File: src/hdl/mie_pkg.sv
// ----------------------------------------------------------------------------
// mie_pkg: shared constants for the modular inverse block
// Default word width for the channel interfaces and the guard bits that the
// Bezout coefficient registers carry above the word width.
// ----------------------------------------------------------------------------
package mie_pkg;

  // Default width of the value, modulus and inverse fields
  localparam int unsigned DEFAULT_WIDTH = 31;

  // Extra bits on the coefficient registers: sign plus one bit of headroom
  localparam int unsigned COEF_GUARD_BITS = 2;

endpackage

File: src/hdl/mie_if.sv
// ----------------------------------------------------------------------------
// mie_req_if / mie_rsp_if: request and response channels
// Valid/ready channels; a word moves when valid and ready are both high.
// ----------------------------------------------------------------------------
interface mie_req_if #(
  parameter int unsigned WIDTH = mie_pkg::DEFAULT_WIDTH
) ();
  logic             valid;
  logic             ready;
  logic [WIDTH-1:0] value;
  logic [WIDTH-1:0] modulus;

  modport source (output valid, output value, output modulus, input ready);
  modport sink   (input valid, input value, input modulus, output ready);
endinterface

interface mie_rsp_if #(
  parameter int unsigned WIDTH = mie_pkg::DEFAULT_WIDTH
) ();
  logic             valid;
  logic             ready;
  logic [WIDTH-1:0] inverse;
  logic             no_inverse;

  modport source (output valid, output inverse, output no_inverse, input ready);
  modport sink   (input valid, input inverse, input no_inverse, output ready);
endinterface

File: src/hdl/modular_inverse_extended_euclid.sv
// ----------------------------------------------------------------------------
// modular_inverse_extended_euclid: modular inverse by extended Euclid
// Shift-and-subtract division drives the remainder and coefficient updates.
// ----------------------------------------------------------------------------
// Usage:
//   req_i carries a value and a modulus; rsp_o returns the inverse of the
//   value modulo the modulus, or 0 with no_inverse set when the two share a
//   factor, the value is zero or the modulus is zero. A modulus of one gives
//   0 with no_inverse clear.
//   One word is worked on at a time; req_i.ready is high only while idle.
//   Each Euclid step finds its quotient one bit per cycle on a single
//   subtract/compare unit: a check state, an alignment state that grows
//   the divisor shift until it would pass the remainder, and a subtract
//   state that forms the quotient bits from the top down. The time a word
//   takes from acceptance to result is set by the number of Euclid steps
//   and quotient bits; the block returns to idle before the next request.
//   The result sits in an output register; a new request is taken while it
//   waits. If the receiver stalls, the block holds its next result until
//   the register frees up, and does not take new requests meanwhile.
//   Reset clears the sequencer and the output valid; no word is in flight.
// ----------------------------------------------------------------------------
module modular_inverse_extended_euclid #(
  parameter int unsigned WIDTH = 31
) (
  input  logic      clk_i,
  input  logic      rst_ni,
  mie_req_if.sink   req_i,
  mie_rsp_if.source rsp_o
);

  localparam int unsigned TW = WIDTH + mie_pkg::COEF_GUARD_BITS;
  localparam int unsigned KW = $clog2(WIDTH);

  typedef enum logic [2:0] {
    ST_IDLE,
    ST_CHECK,
    ST_ALIGN,
    ST_SUB,
    ST_FINISH
  } state_e;

  state_e           state_q;
  logic [WIDTH-1:0] a_q;      // previous remainder, becomes running remainder
  logic [WIDTH-1:0] b_q;      // current remainder (divisor)
  logic [WIDTH-1:0] m_q;      // modulus
  logic [TW-1:0]    ta_q;     // coefficient paired with a_q, wraps mod 2^TW
  logic [TW-1:0]    tb_q;     // coefficient paired with b_q
  logic [KW-1:0]    k_q;      // quotient bit position
  logic             rsp_valid_q;
  logic [WIDTH-1:0] rsp_inv_q;
  logic             rsp_flag_q;

  logic [WIDTH:0]   shl_b;
  logic [WIDTH:0]   shl_b2;
  logic             align_go;
  logic [WIDTH-1:0] sub_d;
  logic             sub_ok;
  logic [WIDTH-1:0] a_rem;
  logic [TW-1:0]    tb_shl;
  logic [TW-1:0]    ta_new;
  logic [TW-1:0]    t_fix;
  logic [WIDTH-1:0] inv_val;
  logic             nflag;

  // Shared shift / compare / subtract unit
  always_comb begin
    shl_b    = {1'b0, b_q} << k_q;
    shl_b2   = {shl_b[WIDTH-1:0], 1'b0};
    align_go = shl_b2 <= {1'b0, a_q};
    sub_d    = shl_b[WIDTH-1:0];
    sub_ok   = sub_d <= a_q;
    a_rem    = sub_ok ? (a_q - sub_d) : a_q;
    tb_shl   = tb_q << k_q;
    ta_new   = sub_ok ? (ta_q - tb_shl) : ta_q;
  end

  // Final fix-up: negative coefficient folds into 0..m-1
  // modulus of one: every residue is 0, so the inverse is 0
  always_comb begin
    t_fix   = ta_q + {{mie_pkg::COEF_GUARD_BITS{1'b0}}, m_q};
    inv_val = (m_q == {{(WIDTH-1){1'b0}}, 1'b1}) ? '0 :
              (ta_q[TW-1] ? t_fix[WIDTH-1:0] : ta_q[WIDTH-1:0]);
    nflag   = (a_q != {{(WIDTH-1){1'b0}}, 1'b1}) || (m_q == '0);
  end

  assign req_i.ready      = (state_q == ST_IDLE);
  assign rsp_o.valid      = rsp_valid_q;
  assign rsp_o.inverse    = rsp_inv_q;
  assign rsp_o.no_inverse = rsp_flag_q;

  // Sequencer, datapath registers and output register
  always_ff @(posedge clk_i or negedge rst_ni) begin
    if (!rst_ni) begin
      state_q     <= ST_IDLE;
      rsp_valid_q <= 1'b0;
    end else begin
      // in ST_FINISH the output register is reloaded below instead
      if (rsp_valid_q && rsp_o.ready && (state_q != ST_FINISH)) begin
        rsp_valid_q <= 1'b0;
      end
      case (state_q)
        ST_IDLE: begin
          if (req_i.valid) begin
            a_q     <= req_i.modulus;
            b_q     <= req_i.value;
            m_q     <= req_i.modulus;
            ta_q    <= '0;
            tb_q    <= {{(TW-1){1'b0}}, 1'b1};
            state_q <= ST_CHECK;
          end
        end
        ST_CHECK: begin
          k_q     <= '0;
          state_q <= (b_q == '0) ? ST_FINISH : ST_ALIGN;
        end
        ST_ALIGN: begin
          // grow the divisor shift while it still fits under the remainder
          if (align_go) begin
            k_q <= k_q + KW'(1);
          end else begin
            state_q <= ST_SUB;
          end
        end
        ST_SUB: begin
          if (k_q == '0) begin
            // last quotient bit: rotate into the next Euclid step
            a_q     <= b_q;
            b_q     <= a_rem;
            ta_q    <= tb_q;
            tb_q    <= ta_new;
            state_q <= ST_CHECK;
          end else begin
            a_q  <= a_rem;
            ta_q <= ta_new;
            k_q  <= k_q - KW'(1);
          end
        end
        ST_FINISH: begin
          if (!rsp_valid_q || rsp_o.ready) begin
            rsp_valid_q <= 1'b1;
            rsp_inv_q   <= nflag ? '0 : inv_val;
            rsp_flag_q  <= nflag;
            state_q     <= ST_IDLE;
          end
        end
        default: begin
          state_q <= ST_IDLE;
        end
      endcase
    end
  end

  // Divisor is never zero while a quotient is being formed
  a_nonzero_divisor: assert property (@(posedge clk_i) disable iff (!rst_ni)
    (state_q == ST_ALIGN || state_q == ST_SUB) |-> (b_q != '0))
    else $error("zero divisor during division");

  // A flagged result always carries a zero inverse
  a_flag_zero: assert property (@(posedge clk_i) disable iff (!rst_ni)
    (rsp_valid_q && rsp_flag_q) |-> (rsp_inv_q == '0))
    else $error("no_inverse set with nonzero inverse");

  // After taking a request the block is busy
  a_busy_after_accept: assert property (@(posedge clk_i) disable iff (!rst_ni)
    (req_i.valid && req_i.ready) |=> !req_i.ready)
    else $error("request taken while still working");

endmodule
File: src/flat_wrapper.sv
// flat-port wrapper written by rule: the top's interface ports become plain ports
module modular_inverse_extended_euclid_flat 
#(
  parameter int unsigned WIDTH = 31
)
  (clk_i, rst_ni, req_i_valid, req_i_value, req_i_modulus, req_i_ready, rsp_o_valid, rsp_o_inverse, rsp_o_no_inverse, rsp_o_ready);
  mie_req_if #(.WIDTH(WIDTH)) req_i_i ();
  mie_rsp_if #(.WIDTH(WIDTH)) rsp_o_i ();
  input  logic clk_i;
  input  logic rst_ni;
  input wire logic [$bits(req_i_i.valid)-1:0] req_i_valid;
  input wire logic [$bits(req_i_i.value)-1:0] req_i_value;
  input wire logic [$bits(req_i_i.modulus)-1:0] req_i_modulus;
  output wire logic [$bits(req_i_i.ready)-1:0] req_i_ready;
  output wire logic [$bits(rsp_o_i.valid)-1:0] rsp_o_valid;
  output wire logic [$bits(rsp_o_i.inverse)-1:0] rsp_o_inverse;
  output wire logic [$bits(rsp_o_i.no_inverse)-1:0] rsp_o_no_inverse;
  input wire logic [$bits(rsp_o_i.ready)-1:0] rsp_o_ready;
  assign req_i_i.valid = req_i_valid;
  assign req_i_i.value = req_i_value;
  assign req_i_i.modulus = req_i_modulus;
  assign req_i_ready = req_i_i.ready;
  assign rsp_o_valid = rsp_o_i.valid;
  assign rsp_o_inverse = rsp_o_i.inverse;
  assign rsp_o_no_inverse = rsp_o_i.no_inverse;
  assign rsp_o_i.ready = rsp_o_ready;
  modular_inverse_extended_euclid #(.WIDTH(WIDTH)) u_core (.clk_i(clk_i), .rst_ni(rst_ni), .req_i(req_i_i), .rsp_o(rsp_o_i));
endmodule
File: config.mk
export PLATFORM = sky130hd
export DESIGN_NAME = modular_inverse_extended_euclid_flat
export DESIGN_NICKNAME = d
export VERILOG_FILES = /design/src/hdl/mie_pkg.sv /design/src/hdl/mie_if.sv /design/src/hdl/modular_inverse_extended_euclid.sv /design/src/flat_wrapper.sv
export SDC_FILE = /design/constraint.sdc
export NUM_CORES = 1
export LEC_CHECK = 0
export ABC_AREA = 0
export BUFFER_PORTS_ARGS = -buffer_cell sky130_fd_sc_hd__buf_4
export CAP_MARGIN = 0
export CORE_ASPECT_RATIO = 1.75
export CORE_MARGIN = 10
export CORE_UTILIZATION = 27
export DETAILED_ROUTE_END_ITERATION = 12
export PLACE_DENSITY_LB_ADDON = 0.15
export SLEW_MARGIN = 40
export SYNTH_ARGS = -nofsm -noshare
export SYNTH_HDL_FRONTEND = slang
export SYNTH_SLANG_ARGS = --single-unit
File: constraint.sdc
create_clock -name clk_i -period 7.45 [get_ports clk_i]
set_input_delay 0.3725 -clock clk_i [delete_from_list [all_inputs] [get_ports clk_i]]
set_output_delay 0.3725 -clock clk_i [all_outputs]
set_load 0.02 [all_outputs]
==> results.cfg <==
[job]
cap_violations = 0

[timing]
setup_ws_ns = 1.44
finalSetupViolCount = 0
slew-limit-headroom_pct = 38.6
max_freq_mhz = 167
finalSetupTns_ns = 0
rsz0062_at_grt = no
min_period_ns = 6.01
worst_slew_pin_slew_ns = 0.918
slew_violations = 0
period_share_pct = 80.6
final_hold_viol_count = 0
whs_ns = 0.0594
skew_ns = 0.0197

[grt]
grt_pass1_vias = 16505
grt_max_degree = 82
antenna_found_initial = 1
grt_pass1_wl_mm = 106
grtUsageTotal_pct = 18.4
overflow = 0

[detailed_routing]
via_per_inst = 5.32
first_pass_iters = 5
antenna_left = 0
dr.first_iter.drc_count = 850
drc_errors = 0
wl_mm = 72.3
wl_per_cell_um = 24.3
vias = 15823

[synthesis]
syn_nets = 2233
synth_area_leader_cell = edfxtp_1
synth_top_flop_cell = edfxtp_1
synthDistinctLibCells = 76
async_flop_share_pct = 2.00
yosysWarningCount = 0
ys_seq_elements = 200
ys_seq_area_share_pct = 33.6
syn-cell-area_sq_um = 17800
avgSynthCellArea_sq_um = 8.73
synthTopCellsByArea = edfxtp_1 (33%), ha_1 (8.7%), mux2i_1 (5.5%)
synth_top_area_share_pct = 33.1
netlist_top_cells_count = nand2_1 (228), nor2_1 (219), edfxtp_1 (196)
postSynthCellCount = 2039
synth_edf_count = 196
yosysMostFrequentCell = nand2_1

[floorplanning]
io_pins = 100
die_width_um = 214
die_height_um = 360
die-area_sq_um = 77000
coreArea_sq_um = 65300
start_util_pct = 27.2
rows = 124

[cts]
post_cts_buffers = 0
cts_buffers = 17
cts_sinks = 200
clockRootBuffer = clkbuf_16
cts_tree = built
clkLatencyLatePin_ns = 0.51
cts_max_level = 4
cts_buffer_depth = 2
cts.clk_slew.worst_paths_ns = 0.09
cts_resized = 0

[placement]
io_buffers = 99
place.gp.congestion = 0.923
hpwlAfterDp_mm = 58.3
placedCellCount = 2942
place_ws_ns = 1.49

[setup_path]
cp_slowest_cell = nor4_1
r2r_end = u_core.a_q[4]
reg2reg_depth = 17
start_kind = flop
arrival_ns = 6.21
cpPeakStageDelay_ns = 0.76
crit_chain = buf_12 > mux4_2 > mux2i_1 > nor2_1 > a21oi_1 > inv_1 > a21oi_1 > ha_1 > nand3_1 > nor4_1 > a311oi_1 > o221ai_4 > buf_4 > mux2i_1 > nand2_1 > o21ai_0 > o21ai_0
critical_path.top_delay_family = multiplexers
cp.buffers_inverters = 3
r2r_start = u_core.k_q[0]
critPathKind = reg2reg
end_kind = flop
crit_path_max_fanout = 28
reg2reg_slack_ns = 1.44
required_ns = 7.65

[finish]
syn2layout_area_growth_pct = 13.2
drive_gt1_share_pct = 10.8
instances_no_fill = 2975
nets = 2274
diodes = 0

[min_path]
min_path_type = in2reg
hold_depth = 1
hold_end = u_core.m_q[28]
hold_start = req_i_modulus[28]

[status]
status = completed
-- how the worst max path moves through the flow --
| stage | startpoint | end | cells past startpoint |
|---|---|---|---|
| after floorplan | u_core.k_q[0] | u_core.b_q[0] | 10 |
| after global placement | u_core.k_q[1] | u_core.a_q[4] | 16 |
| after detailed placement | u_core.k_q[0] | u_core.a_q[4] | 17 |
| after CTS | u_core.k_q[0] | u_core.a_q[4] | 17 |
| after global routing | u_core.k_q[0] | u_core.a_q[4] | 17 |
| final | u_core.k_q[0] | u_core.a_q[4] | 17 |
-- routing by layer --
metal  global-route usage (%)  share of wire [%]  up-vias
li1                         -                  -     7602
met1                     17.3                 35     7726
met4                     9.76                5.1        0
met5                        0                  0        -
met2                     37.6                 58      379
met3                     1.88                2.5      116
-- worst reg2reg max path, delay by kind of cell (launching register included) --
family                   cells  cell delay [ns]
multiplexers                 3             1.40
AND/OR/NAND/NOR              4             1.12
AO/OA/AOI/OAI                6             1.34
adder cells (fa/ha/maj)      1             0.37
buffers and inverters        3             0.78
flip-flops                   1             0.71
-- per-stage QoR --
stage	utilization (%)	instance area (sq um)
after CTS	30.8	20100
after global placement	29.8	19500
after floorplan	-	17800
final	30.8	20100
after detailed placement	29.9	19500
after global routing	30.8	20100
-- kinds of logic (layout without fill, tap and decap cells) --
group	Yosys count	in the layout	share of synthesized area, %
buffers and inverters	219	273	4.98
AOI/OAI and AO/OA	600	600	20.7
muxes	143	143	10.5
adders and majority gates	128	128	9.17
xor gates and xnor gates	78	78	3.84
DFF	200	200	33.6
and+or+nand+nor	671	671	17.1
-- registers in the layout (all words and copies together) (netlist names) --
signal / cells
u_core.rsp_o.inverse: 31
u_core.rsp_o.valid: 1
u_core.m_q: 31
u_core.b_q: 31
u_core.ta_q: 33
u_core.k_q: 5
u_core.state_q: 3
u_core.rsp_o.no_inverse: 1
u_core.tb_q: 33
u_core.a_q: 31
-- cell usage in the layout (no fill, tap or decap), types with 8 or more instances in the layout --
master     Yosys  layout
inv_1        108     107
and2_1        16      16
nand2b_1      27      27
a311oi_1       9       9
o21a_1        16      16
nand4_1       19      19
mux4_2        34      34
o21ai_0      170     169
o21bai_1       8       8
o31ai_1       10      10
or3_1          9       9
a211oi_1      48      48
nor4_1        25      25
clkbuf_16      0      17
o21ai_1       19      19
a21o_1        54      54
and3_1        21      21
mux2_2        12      12
mux2i_1       97      97
edfxtp_1     196     196
ha_1         124     124
a31oi_1       15      15
a21oi_1      186     186
nor2_1       219     218
nand3_1       32      31
xor2_1        29      29
nor2b_1       17      17
xnor2_1       49      49
buf_4          8     122
nand2_1      228     226
nor3_1        37      35
-- what timing repair did --
action,in CTS,in global routing
endpoints found under the hold margin,4,0
hold buffers,1,0
endpoints found under the setup margin,0,0
-- final cells by class --
| type | count | area [sq um] |
|---|---|---|
| Fill cell | 6955 | 45200 |
| Multi-Input combinational cell | 1620 | 11000 |
| Sequential cell | 200 | 5990 |
| Tap cell | 882 | 1100 |
| Timing Repair Buffer | 130 | 1040 |
| Clock buffer | 18 | 429 |
| Inverter | 111 | 417 |
| Clock inverter | 14 | 183 |
Power is left out: the tool's default activity adds up to more than one toggle a clock period on the data nets, which glitch-free logic cannot reach.
